### src/hw/rtl/hlfe_pkg.sv
// Shared types, constants and helper functions of the result frame encoder.
`timescale 1ns / 1ps

package hlfe_pkg;

    // Field widths.
    localparam int CHANNELS = 10;
    localparam int CODE_W   = 4;
    localparam int CAT_W    = 3;
    localparam int UNIT_W   = 7;
    localparam int ADDR_W   = 14;
    localparam int BYTE_W   = 8;
    localparam int IDX_W    = 5;
    localparam int CFG_W    = 14;
    localparam int HEX_W    = 16;

    // Frame geometry.
    localparam int FCS_SPAN = 13;

    // Configuration register indexes.
    localparam logic REG_UNIT_NUMBER = 1'b0;
    localparam logic REG_BASE_ADDR   = 1'b1;

    // Decimal ranges of the unit number and the word address.
    localparam logic [UNIT_W-1:0] UNIT_MOD = UNIT_W'(100);
    localparam logic [ADDR_W:0]   ADDR_MOD = (ADDR_W + 1)'(10000);
    localparam logic [ADDR_W-1:0] SCALE_10   = ADDR_W'(10);
    localparam logic [ADDR_W-1:0] SCALE_100  = ADDR_W'(100);
    localparam logic [ADDR_W-1:0] SCALE_1000 = ADDR_W'(1000);

    // ASCII characters of the frame.
    localparam logic [BYTE_W-1:0] CH_AT     = 8'h40;
    localparam logic [BYTE_W-1:0] CH_W      = 8'h57;
    localparam logic [BYTE_W-1:0] CH_D      = 8'h44;
    localparam logic [BYTE_W-1:0] CH_STAR   = 8'h2A;
    localparam logic [BYTE_W-1:0] CH_CR     = 8'h0D;
    localparam logic [BYTE_W-1:0] DEC_ZERO  = 8'h30;
    localparam logic [BYTE_W-1:0] HEX_ALPHA = 8'h37;

    // Byte positions within one frame.
    localparam logic [IDX_W-1:0] POS_AT      = 5'd0;
    localparam logic [IDX_W-1:0] POS_UNIT_HI = 5'd1;
    localparam logic [IDX_W-1:0] POS_UNIT_LO = 5'd2;
    localparam logic [IDX_W-1:0] POS_CMD_W   = 5'd3;
    localparam logic [IDX_W-1:0] POS_CMD_D   = 5'd4;
    localparam logic [IDX_W-1:0] POS_ADDR_3  = 5'd5;
    localparam logic [IDX_W-1:0] POS_ADDR_2  = 5'd6;
    localparam logic [IDX_W-1:0] POS_ADDR_1  = 5'd7;
    localparam logic [IDX_W-1:0] POS_ADDR_0  = 5'd8;
    localparam logic [IDX_W-1:0] POS_MASK_3  = 5'd9;
    localparam logic [IDX_W-1:0] POS_MASK_2  = 5'd10;
    localparam logic [IDX_W-1:0] POS_MASK_1  = 5'd11;
    localparam logic [IDX_W-1:0] POS_MASK_0  = 5'd12;
    localparam logic [IDX_W-1:0] POS_FCS_HI  = 5'd13;
    localparam logic [IDX_W-1:0] POS_FCS_LO  = 5'd14;
    localparam logic [IDX_W-1:0] POS_STAR    = 5'd15;
    localparam logic [IDX_W-1:0] POS_CR      = 5'd16;

    typedef logic [CHANNELS-1:0] mask_t;

    typedef struct packed {
        logic [CODE_W-1:0] ch0_code;
        logic [CODE_W-1:0] ch1_code;
        logic [CODE_W-1:0] ch2_code;
        logic [CODE_W-1:0] ch3_code;
        logic [CODE_W-1:0] ch4_code;
        logic [CODE_W-1:0] ch5_code;
        logic [CODE_W-1:0] ch6_code;
        logic [CODE_W-1:0] ch7_code;
        logic [CODE_W-1:0] ch8_code;
        logic [CODE_W-1:0] ch9_code;
        logic [CAT_W-1:0]  category;
    } in_item_t;

    typedef struct packed {
        logic [BYTE_W-1:0] frame_byte;
        logic              last;
    } out_item_t;

    // One classified request as it waits between front and back.
    typedef struct packed {
        mask_t             mask;
        logic [ADDR_W-1:0] addr;
    } cmd_t;

    function automatic logic [BYTE_W-1:0] hex_char(input logic [3:0] nib);
        logic [BYTE_W-1:0] wide;
        wide = {4'h0, nib};
        return (nib > 4'd9) ? wide + HEX_ALPHA : wide + DEC_ZERO;
    endfunction

    function automatic logic [BYTE_W-1:0] dec_char(input logic [3:0] dig);
        return {4'h0, dig} + DEC_ZERO;
    endfunction

    // Leading decimal digit of v for a given power of ten, found by comparing
    // against its nine multiples; v must stay below ten times the scale.
    function automatic logic [3:0] dec_digit(input logic [ADDR_W-1:0] v,
                                             input logic [ADDR_W-1:0] scale);
        logic [3:0] d;
        d = 4'd0;
        for (int k = 1; k < 10; k++) begin
            if (v >= ADDR_W'(k * scale)) begin
                d = 4'(k);
            end
        end
        return d;
    endfunction

endpackage

### src/hw/rtl/hlfe_front.sv
// Front end: accepts requests, builds the match mask and the word address.
`timescale 1ns / 1ps

module hlfe_front
    import hlfe_pkg::*;
(
    input  logic              s_valid,
    output logic              s_ready,
    input  in_item_t          s_data,
    input  logic [ADDR_W-1:0] base_addr,
    input  logic              q_ready,
    output logic              q_push,
    output cmd_t              q_data
);

    logic [CODE_W-1:0] codes [CHANNELS];
    logic [ADDR_W:0]   addr_sum;
    mask_t             mask;

    always_comb begin
        codes[0] = s_data.ch0_code;
        codes[1] = s_data.ch1_code;
        codes[2] = s_data.ch2_code;
        codes[3] = s_data.ch3_code;
        codes[4] = s_data.ch4_code;
        codes[5] = s_data.ch5_code;
        codes[6] = s_data.ch6_code;
        codes[7] = s_data.ch7_code;
        codes[8] = s_data.ch8_code;
        codes[9] = s_data.ch9_code;
    end

    always_comb begin
        for (int i = 0; i < CHANNELS; i++) begin
            mask[i] = (codes[i] == {1'b0, s_data.category});
        end
    end

    // The sum stays below twice the modulus, so one subtraction wraps it.
    assign addr_sum = {1'b0, base_addr} + (ADDR_W + 1)'({s_data.category, 1'b0});

    always_comb begin
        q_data.mask = mask;
        if (addr_sum >= ADDR_MOD) begin
            q_data.addr = ADDR_W'(addr_sum - ADDR_MOD);
        end else begin
            q_data.addr = addr_sum[ADDR_W-1:0];
        end
    end

    assign s_ready = q_ready;
    assign q_push  = s_valid && q_ready;

endmodule

### src/hw/rtl/hlfe_queue.sv
// Two-entry queue of classified requests between front and back.
`timescale 1ns / 1ps

module hlfe_queue
    import hlfe_pkg::*;
(
    input  logic aclk,
    input  logic aresetn,
    input  logic push,
    output logic in_ready,
    input  cmd_t wr_data,
    input  logic pop,
    output logic out_valid,
    output cmd_t rd_data
);

    cmd_t       entry_reg [2];
    logic       wr_ptr_reg, wr_ptr_next;
    logic       rd_ptr_reg, rd_ptr_next;
    logic [1:0] count_reg, count_next;
    logic       do_pop;

    assign in_ready  = (count_reg != 2'd2);
    assign out_valid = (count_reg != 2'd0);
    assign rd_data   = entry_reg[rd_ptr_reg];
    assign do_pop    = pop && out_valid;

    always_comb begin
        wr_ptr_next = push ? ~wr_ptr_reg : wr_ptr_reg;
        rd_ptr_next = do_pop ? ~rd_ptr_reg : rd_ptr_reg;
        count_next  = count_reg + {1'b0, push} - {1'b0, do_pop};
    end

    always_ff @(posedge aclk) begin
        if (!aresetn) begin
            wr_ptr_reg <= 1'b0;
            rd_ptr_reg <= 1'b0;
            count_reg  <= 2'd0;
        end else begin
            wr_ptr_reg <= wr_ptr_next;
            rd_ptr_reg <= rd_ptr_next;
            count_reg  <= count_next;
        end
    end

    always_ff @(posedge aclk) begin
        if (push) begin
            entry_reg[wr_ptr_reg] <= wr_data;
        end
    end

endmodule

### src/hw/rtl/hlfe_back.sv
// Back end: walks one frame byte by byte into a registered output stage.
`timescale 1ns / 1ps

module hlfe_back
    import hlfe_pkg::*;
(
    input  logic              aclk,
    input  logic              aresetn,
    input  logic [UNIT_W-1:0] unit_number,
    input  logic              q_valid,
    input  cmd_t              q_data,
    output logic              q_pop,
    output logic              m_valid,
    input  logic              m_ready,
    output out_item_t         m_data
);

    logic              busy_reg, busy_next;
    logic [IDX_W-1:0]  idx_reg, idx_next;
    logic [ADDR_W-1:0] rem_reg, rem_next;
    logic [ADDR_W-1:0] addr_reg, addr_next;
    mask_t             mask_reg, mask_next;
    logic [BYTE_W-1:0] fcs_reg, fcs_next;
    out_item_t         out_reg, out_next;
    logic              out_valid_reg, out_valid_next;

    logic              advance;
    logic              frame_end;
    logic [UNIT_W-1:0] unit_mod;
    logic [HEX_W-1:0]  mask_hex;
    logic [3:0]        d10, d100, d1000;
    logic [BYTE_W-1:0] cur_byte;
    logic [ADDR_W-1:0] rem_step;

    assign advance   = busy_reg && (!out_valid_reg || m_ready);
    assign frame_end = advance && (idx_reg == POS_CR);
    assign q_pop     = q_valid && (!busy_reg || frame_end);
    assign unit_mod  = (unit_number >= UNIT_MOD) ? unit_number - UNIT_MOD : unit_number;
    assign mask_hex  = HEX_W'(mask_reg);

    assign d10   = dec_digit(rem_reg, SCALE_10);
    assign d100  = dec_digit(rem_reg, SCALE_100);
    assign d1000 = dec_digit(rem_reg, SCALE_1000);

    // Byte for the current position; the decimal remainder loses its leading
    // digit each time a digit other than the last of a number is sent.
    always_comb begin
        cur_byte = CH_CR;
        rem_step = rem_reg;
        unique case (idx_reg)
            POS_AT:      cur_byte = CH_AT;
            POS_UNIT_HI: begin
                cur_byte = dec_char(d10);
                rem_step = rem_reg - ADDR_W'({10'd0, d10} * SCALE_10);
            end
            POS_UNIT_LO: cur_byte = dec_char(rem_reg[3:0]);
            POS_CMD_W:   cur_byte = CH_W;
            POS_CMD_D: begin
                cur_byte = CH_D;
                rem_step = addr_reg;
            end
            POS_ADDR_3: begin
                cur_byte = dec_char(d1000);
                rem_step = rem_reg - ADDR_W'({10'd0, d1000} * SCALE_1000);
            end
            POS_ADDR_2: begin
                cur_byte = dec_char(d100);
                rem_step = rem_reg - ADDR_W'({10'd0, d100} * SCALE_100);
            end
            POS_ADDR_1: begin
                cur_byte = dec_char(d10);
                rem_step = rem_reg - ADDR_W'({10'd0, d10} * SCALE_10);
            end
            POS_ADDR_0:  cur_byte = dec_char(rem_reg[3:0]);
            POS_MASK_3:  cur_byte = hex_char(mask_hex[15:12]);
            POS_MASK_2:  cur_byte = hex_char(mask_hex[11:8]);
            POS_MASK_1:  cur_byte = hex_char(mask_hex[7:4]);
            POS_MASK_0:  cur_byte = hex_char(mask_hex[3:0]);
            POS_FCS_HI:  cur_byte = hex_char(fcs_reg[7:4]);
            POS_FCS_LO:  cur_byte = hex_char(fcs_reg[3:0]);
            POS_STAR:    cur_byte = CH_STAR;
            POS_CR:      cur_byte = CH_CR;
            default:     cur_byte = CH_CR;
        endcase
    end

    always_comb begin
        busy_next      = busy_reg;
        idx_next       = idx_reg;
        rem_next       = rem_reg;
        addr_next      = addr_reg;
        mask_next      = mask_reg;
        fcs_next       = fcs_reg;
        out_next       = out_reg;
        out_valid_next = out_valid_reg && !m_ready;

        if (advance) begin
            out_next.frame_byte = cur_byte;
            out_next.last       = (idx_reg == POS_CR);
            out_valid_next      = 1'b1;
            idx_next            = idx_reg + IDX_W'(1);
            rem_next            = rem_step;
            if (idx_reg < IDX_W'(FCS_SPAN)) begin
                fcs_next = fcs_reg ^ cur_byte;
            end
        end

        if (q_pop) begin
            busy_next = 1'b1;
            idx_next  = POS_AT;
            rem_next  = ADDR_W'(unit_mod);
            addr_next = q_data.addr;
            mask_next = q_data.mask;
            fcs_next  = '0;
        end else if (frame_end) begin
            busy_next = 1'b0;
        end
    end

    always_ff @(posedge aclk) begin
        if (!aresetn) begin
            busy_reg      <= 1'b0;
            idx_reg       <= POS_AT;
            out_valid_reg <= 1'b0;
        end else begin
            busy_reg      <= busy_next;
            idx_reg       <= idx_next;
            out_valid_reg <= out_valid_next;
        end
    end

    always_ff @(posedge aclk) begin
        rem_reg  <= rem_next;
        addr_reg <= addr_next;
        mask_reg <= mask_next;
        fcs_reg  <= fcs_next;
        out_reg  <= out_next;
    end

    assign m_valid = out_valid_reg;
    assign m_data  = out_reg;

    a_last_is_cr: assert property (@(posedge aclk) disable iff (!aresetn)
        out_valid_reg && out_reg.last |-> out_reg.frame_byte == CH_CR)
        else $error("last flag set on a byte other than carriage return");

    a_idx_in_frame: assert property (@(posedge aclk) disable iff (!aresetn)
        busy_reg |-> idx_reg <= POS_CR)
        else $error("byte position ran past the end of the frame");

    a_load_clears: assert property (@(posedge aclk) disable iff (!aresetn)
        q_pop |=> busy_reg && idx_reg == POS_AT && fcs_reg == '0)
        else $error("new frame did not start at the first byte with a clear FCS");

    a_frame_opens: assert property (@(posedge aclk) disable iff (!aresetn)
        advance && idx_reg == POS_AT |=> out_valid_reg && out_reg.frame_byte == CH_AT)
        else $error("frame did not open with the start character");

endmodule

### src/hw/rtl/host_link_result_frame_encoder_core.sv
// Top level of the host link result frame encoder.
`timescale 1ns / 1ps

// Usage:
// Each transaction on the s_ channel carries ten channel result codes and a
// category. Every channel whose code equals the category sets one bit of a
// match mask, and the block answers with a 17-byte ASCII write command on the
// m_ channel, one byte per transaction: '@', two unit digits, "WD", four
// digits of the word address base + 2 * category, four hex digits of the mask,
// two hex digits of the XOR of the first 13 bytes, '*' and a carriage return.
// m_data.last marks the carriage return.
// A taken request passes the queue and the sequencer state before the first
// byte of its frame reaches the output register; the frame then goes out one
// byte per cycle while the receiver is ready, and a queued next frame follows
// with no gap; the byte sequencer sets this rate. A two-entry queue sits
// between the classifier and the sequencer, so new requests are taken while
// a frame is still going out; when the receiver stalls, the current byte
// holds in the output register and s_ready drops once the queue is full.
// Write the register port only while the block is idle (not enforced).
// Reset empties queue and output stage; loads unit number 0, base address 404.

module host_link_result_frame_encoder_core
    import hlfe_pkg::*;
(
    input  logic             aclk,
    input  logic             aresetn,
    input  logic             s_valid,
    output logic             s_ready,
    input  in_item_t         s_data,
    output logic             m_valid,
    input  logic             m_ready,
    output out_item_t        m_data,
    input  logic             cfg_wr_en,
    input  logic             cfg_index,
    input  logic [CFG_W-1:0] cfg_wdata
);

    logic [UNIT_W-1:0] unit_reg, unit_next;
    logic [ADDR_W-1:0] base_reg, base_next;

    logic q_ready;
    logic q_push;
    cmd_t q_wr_data;
    logic q_valid;
    logic q_pop;
    cmd_t q_rd_data;

    // Configuration registers; the index selects which one a write lands in.
    always_comb begin
        unit_next = unit_reg;
        base_next = base_reg;
        if (cfg_wr_en) begin
            unique case (cfg_index)
                REG_UNIT_NUMBER: unit_next = cfg_wdata[UNIT_W-1:0];
                REG_BASE_ADDR:   base_next = cfg_wdata[ADDR_W-1:0];
                default:         unit_next = unit_reg;
            endcase
        end
    end

    always_ff @(posedge aclk) begin
        if (!aresetn) begin
            unit_reg <= '0;
            base_reg <= ADDR_W'(404);
        end else begin
            unit_reg <= unit_next;
            base_reg <= base_next;
        end
    end

    // The classifier builds the mask and the wrapped word address per request.
    hlfe_front u_front (
        .s_valid   (s_valid),
        .s_ready   (s_ready),
        .s_data    (s_data),
        .base_addr (base_reg),
        .q_ready   (q_ready),
        .q_push    (q_push),
        .q_data    (q_wr_data)
    );

    hlfe_queue u_queue (
        .aclk      (aclk),
        .aresetn   (aresetn),
        .push      (q_push),
        .in_ready  (q_ready),
        .wr_data   (q_wr_data),
        .pop       (q_pop),
        .out_valid (q_valid),
        .rd_data   (q_rd_data)
    );

    // The sequencer turns one queued request into the 17 frame bytes.
    hlfe_back u_back (
        .aclk        (aclk),
        .aresetn     (aresetn),
        .unit_number (unit_reg),
        .q_valid     (q_valid),
        .q_data      (q_rd_data),
        .q_pop       (q_pop),
        .m_valid     (m_valid),
        .m_ready     (m_ready),
        .m_data      (m_data)
    );

endmodule
### config.mk
export PLATFORM = sky130hd
export DESIGN_NAME = host_link_result_frame_encoder_core
export DESIGN_NICKNAME = d
export VERILOG_FILES = /design/src/hw/rtl/hlfe_pkg.sv /design/src/hw/rtl/hlfe_front.sv /design/src/hw/rtl/hlfe_queue.sv /design/src/hw/rtl/hlfe_back.sv /design/src/hw/rtl/host_link_result_frame_encoder_core.sv
export SDC_FILE = /design/constraint.sdc
export NUM_CORES = 1
export LEC_CHECK = 0
export BUFFER_PORTS_ARGS = -buffer_cell sky130_fd_sc_hd__buf_2
export CAP_MARGIN = 15
export CORE_MARGIN = 10
export CORE_UTILIZATION = 45
export DETAILED_ROUTE_END_ITERATION = 10
export PLACE_DENSITY_LB_ADDON = 0.25
export REMOVE_ABC_BUFFERS = 1
export SETUP_SLACK_MARGIN = 0.5
export SLEW_MARGIN = 15
export SYNTH_ARGS = -nofsm -noshare
export SYNTH_HDL_FRONTEND = slang
export SYNTH_SLANG_ARGS = --single-unit
### constraint.sdc
create_clock -name aclk -period 13.66 [get_ports aclk]
set_input_delay 2.049 -clock aclk [delete_from_list [all_inputs] [get_ports aclk]]
set_output_delay 2.049 -clock aclk [all_outputs]
set_load 0.02 [all_outputs]
# After elaboration in Yosys (flattened, before gate mapping)
# Memory sizes are Yosys's and may differ from the RTL's. A register that Yosys moved wholly into a read port is not among the register bits.
# Cells that the tools add are included.
# W data, S select, Z words.
[classes]
n_addsub = 23
mul = 3
order_cmp = 35
eq_ne = 27
mux = 43
n_bitwise = 5
n_reduce_logical = 25
[op_table]
columns = ["cell", "count"]
rows = [
  ["$pmux W8 S14", 1],
  ["$add A4 B6 Y7 const B", 12],
  ["$ge A14 B10 Y1 const B", 5],
  ["$ge A14 B13 Y1 const B", 4],
  ["$ge A14 B7 Y1 const B", 4],
  ["$pmux W14 S4", 1],
  ["$mux W4", 12],
  ["$ge A14 B6 Y1 const B", 3],
  ["$ge A14 B9 Y1 const B", 3],
  ["$eq A4 B3 Y1", 10],
  ["$eq A5 B4 Y1 const B", 8],
  ["$mux W8", 5],
  ["$ge A14 B12 Y1 const B", 2],
  ["$ge A14 B5 Y1 const B", 2],
  ["$mux W3", 8],
  ["$mux W7", 3],
  ["$eq A5 B3 Y1 const B", 4],
  ["$gt A4 B4 Y1 const B", 4],
  ["$add A14 B4 Y15", 1],
  ["$ge A15 B14 Y1 const B", 1],
  ["$add A2 B6 Y7 const B", 2],
  ["$ge A14 B11 Y1 const B", 1],
  ["$ge A14 B14 Y1 const B", 1],
  ["$ge A14 B4 Y1 const B", 1],
  ["other kinds (33)", 63],
]
[word_totals]
regBits = 63
ram_bits = 48
memories = 1
[mem_list]
columns = ["name", "depth", "word_bits", "rd", "rd_ports_with_merged_regs", "wr", "line_no", "source"]
rows = [
  ["u_queue.entry_reg", 2, 24, 1, 1, 1, "hlfe_queue.sv:17", "cmd_t entry_reg [2];"],
]

# Depth between registers and ports, before layout
[depth]
depth_word = 15
mapped_depth = 27

# Cells and area by module
# A second synthesis with hierarchy kept.
[unflattened]
cells_unflattened = 1058
area_unflattened_um2 = 10141.0
[by_module_without_submodules]
columns = ["mod", "n_inst", "cells_each", "area_each_um2", "seq_area_each_um2"]
rows = [
  ["hlfe_back", 1, 703, 5936.9, 1591.5],
  ["hlfe_queue", 1, 98, 2064.5, 1541.5],
  ["hlfe_front", 1, 167, 1275.0, 0.0],
  ["host_link_result_frame_encoder_core", 1, 90, 864.6, 420.4],
]

# Least setup slack after synthesis
# Ideal clock, no wire load.
[synth_timing]
kind = "flip-flop to flip-flop"
startpoint = "reg u_back.rem_reg[4]"
endpoint = "reg u_back.rem_reg[13]"
setup_time_ps = 90
t_arrival_ps = 5260
setup_slack_ps = 8310
path_stages_with_launch = 24
path_buffers = 1
path_cell_list = "edfxtp_1 clkbuf_1 o21a_1 a31oi_1 nor2_1 o21ai_0 inv_1 fa_1 inv_1 fa_1 inv_1 ha_1 a21o_1 a21oi_1 o21ai_0 a21oi_1 xor2_1 ha_1 a21o_1 a41oi_1 xor2_1 nand2_1 a311o_1 a31oi_1"
[synth_via]
elab_chain_cells = 13
elab_cells_between_ends = 61
cone_classes = "add/sub (3); mul (3); order compare (27); mux (28)"
[synth_lines]
columns = ["item", "line_no", "source"]
rows = [
  ["start: declaration", "hlfe_back.sv:20", "logic [ADDR_W-1:0] rem_reg, rem_next;"],
  ["start signal: assignment", "hlfe_back.sv:133", "rem_reg <= rem_next;"],
  ["$ge A14 B10 Y1, or another cell as far along", "hlfe_pkg.sv:103", "if (v >= ADDR_W'(k * scale)) begin"],
  ["$mux W1", "hlfe_pkg.sv:103", ""],
  ["$mux W2 or $mux W4 (tied branches) (2 in a row)", "hlfe_pkg.sv:103", ""],
  ["$mux W3 or $mux W4 (tied branches) (4 in a row)", "hlfe_pkg.sv:103", ""],
  ["$mux W4 (2 in a row)", "hlfe_pkg.sv:103", ""],
  ["$mul A4 B7 Y11, or another cell as far along", "hlfe_back.sv:64", "rem_step = rem_reg - ADDR_W'({10'd0, d1000} * SCALE_1000);"],
  ["$sub A14 B14 Y14, or another cell as far along", "hlfe_back.sv:64", ""],
  ["$pmux W14 S4 (*)", "hlfe_back.sv:50", "unique case (idx_reg)"],
]
# Mark *: on every way between the ends. The rest lies on a longest branch, timed or not.
# A chain may end at the register's enable or synchronous reset.

# Worst setup path after layout
# Ends and elaborated chain as after synthesis.

==> key figures <==
Timing
  • Final hold viol count: 0
  • RSZ-0062 raised after global routing: no
  • Fin crit share: 0.440
  • Max Fclk: 166 MHz
  • Setup_tns: 0 ns
  • # setup viols final: 0
  • Worst Clk Skew: 0.0104 ns
  • Min cycle time layout: 6.01 ns
  • Slew margin rel.: 0.340
  • Slew Limit Fails: 0
  • Worst slew pin tran: 0.984 ns

GRT
  • Largest net degree at the start of global routing: 43
  • Gr usage total: 0.174
  • First-pass GRT wire length: 40800 um
  • Number of global-route vias before repair: 7869
  • Initial antenna violation count: 0
  • GR Overflow Total: 0

Routing
  • DR pass1 iterations: 5
  • Post-route ant nets: 0
  • DR vias: 8184
  • Wirelength, routed: 25100 um
  • Drt wl/cell: 17.5 um
  • Residual DRC: 0
  • DR iter-0 viols: 582
  • Vias per cell: 5.69

Clocking
  • Cts hold-fix bufs: 0
  • Worst-Skew Late Latency: 0.42 ns
  • Clk buf depth: 2
  • Root Driver: clkbuf_16
  • Clock-pin slew on the worst setup and hold paths: 0.06 ns
  • TritonCTS clock tree: yes
  • Post-CTS setup buffers: 0
  • Htree depth: 4
  • Post-cts resize count: 0
  • TritonCTS buffer count: 17
  • Clock sinks: 133

Logic synthesis
  • Largest cells by area after synthesis: edfxtp_1 26%, dfxtp_1 9.2%, ha_1 9.1%, xor2_1 4.4%, nand2_1 4.0%
  • Post-synth EDFFs: 87
  • Synthesized flop and latch total: 133
  • Synthesized cell area: 10100 sq um
  • Largest family of logic cells by synthesized area: compound AO/OA/AOI/OAI gates
  • Ys async rst share: 0
  • Syn. warnings: 0
  • Post-synthesis cell type count: 88
  • Post-synthesis adder-cell area fraction: 0.118
  • Main synth FF type: edfxtp_1
  • Cell accounting for the most synthesized area: edfxtp_1
  • Compound-Gate Fraction of Synth Area: 0.187
  • Post-Synth Simple-Gate Area: 0.179
  • Multiplexer share of the synthesized area: 0.0361
  • Synth Instances: 1104
  • Register area share after synthesis: 0.351
  • Mean post-synth cell area: 9.11 sq um
  • XOR/XNOR Fraction of Synth Area: 0.0740
  • Share of the synthesized area in the top cell type: 0.260

Floorplanning
  • Chip width: 169 um
  • Die area: 28700 sq um
  • Chip Height: 169 um
  • # IOs: 74
  • Initial Utilization: 0.459
  • # rows: 54
  • Core footprint: 21900 sq um

Setup path
  • Crit path cell chain: a31o_2 -> a31o_2 -> a21o_1 -> o21ai_0 -> inv_1 -> fa_1 -> inv_1 -> fa_1 -> inv_1 -> ha_1 -> a21o_1 -> a21oi_1 -> o21ai_0 -> a21oi_1 -> xor2_1 -> ha_1 -> a21o_1 -> a41oi_1 -> xor2_1 -> nand2_1 -> a311o_1 -> a31oi_1
  • CP Max Fanout: 20
  • Crit-path max cell delay: 0.70 ns
  • Worst path slowest cell: edfxtp_1
  • CP Launch Type: register
  • Crit path required time: 14.00 ns
  • Arr. time, crit path: 6.35 ns
  • Setup CP Type: register to register
  • Critical Path Sink Type: register

Cells and area
  • Multi-input logic area: 5990 sq um
  • Fill count: 2086
  • Layout cell share with drive strength beyond 1: 0.142
  • Max FFs per register: 48
  • Diode count: 0
  • Area Overhead vs Synth: 11.5%
  • Final #Nets: 1294
  • Storage element area: 3530 sq um

Placement
  • Global placement routability congestion: 0.908
  • DP HPWL: 18800 um
  • Port bufs: 72

Worst hold path
  • Hold WC Path Type: register to register

Status
  • Status: finished clean

Run
  • Total of max-cap violations: 0
[kinds of logic (layout without fill, tap and decap cells)]
kind of cell | count (synthesis) | after routing
and+or+nand+nor | 358 | 358
AOI/OAI and AO/OA | 274 | 274
buffers and inverters | 134 | 188
DFF | 133 | 133
adders and majority gates | 87 | 87
xor gates and xnor gates | 85 | 85
muxes | 32 | 32
other | 1 | 1
[metrics by stage]
step	utilization	hold slack [ns]	setup slack (ns)	instance area (sq um)	std cells
final	0.512	0.486	7.65	11200	1438
after global routing	0.512	0.516	7.05	11200	1438
after CTS	0.511	0.492	7.63	11200	1437
after detailed placement	0.483	0.484	7.66	10600	1405
after global placement	0.483	0.457	7.75	10600	1405
after floorplan	-	0.447	8.21	9800	1047
[area by class of cell]
type                    count  share of cell area
clock buffers              18              0.0383
clock inverters            14              0.0171
inverters                  77              0.0258
multi-input cells         837               0.534
flip-flops and latches    133               0.315
well taps                 280              0.0312
repair buffers             79              0.0386
[cell usage after synthesis, types with 29 or more instances]
cell        n
a21oi_1    62
clkbuf_1   34
dfxtp_1    46
edfxtp_1   87
ha_1       73
inv_1      74
nand2_1   107
nor2_1     72
nor3_1     29
o21ai_0    53
xnor2_1    35
xor2_1     50
[layout by cell type (no fill, tap or decap), types with 11 or more instances in the layout]
master / netlist / routed
nand2_1: 107 / 107
edfxtp_1: 87 / 87
inv_1: 74 / 74
ha_1: 73 / 73
buf_2: 11 / 72
nor2_1: 72 / 71
a21oi_1: 62 / 62
o21ai_0: 53 / 53
xor2_1: 50 / 50
dfxtp_1: 46 / 46
xnor2_1: 35 / 35
nor3_1: 29 / 28
nand3_1: 27 / 27
mux2_2: 24 / 24
nor2b_1: 23 / 23
a21boi_0: 20 / 20
nor4_1: 19 / 19
clkbuf_16: 0 / 17
and2_1: 16 / 16
o21a_1: 15 / 15
a21o_1: 13 / 13
fa_1: 13 / 13
or3_1: 12 / 12
a31oi_1: 11 / 11
[critical path: cells and delay by family, from the launching register on]
family	cells	cell delay [ns]
AO/OA/AOI/OAI	12	2.72
adder cells (fa/ha/maj)	4	1.73
flip-flops	1	0.70
buffers and inverters	3	0.36
XOR/XNOR	2	0.36
AND/OR/NAND/NOR	1	0.08
[per-layer routing]
layer	part of all wire	wire (um)	GRT usage	up-vias
li1	-	-	-	4052
met1	0.48	12000	0.243	3834
met2	0.45	11300	0.265	263
met3	0.055	1390	0.0340	35
met4	0.016	407	0.0548	0
met5	0	0	0	-
[final timing paths]
kind	start	end	slack, ns	depth (start not counted)
hold / removal	base_reg[3]$_SDFFE_PN0P_	base_reg[3]$_SDFFE_PN0P_	0.49	2
setup / recovery	u_back.rem_reg[4]$_DFFE_PP_	u_back.rem_reg[13]$_SDFFE_PP0P_	7.65	22
setup reg to reg	u_back.rem_reg[4]$_DFFE_PP_	u_back.rem_reg[13]$_SDFFE_PP0P_	7.65	22
hold reg to reg	base_reg[3]$_SDFFE_PN0P_	base_reg[3]$_SDFFE_PN0P_	0.49	2
Power is left out: the tool's default activity adds up to more than one toggle a clock period on the data nets, which glitch-free logic cannot reach.
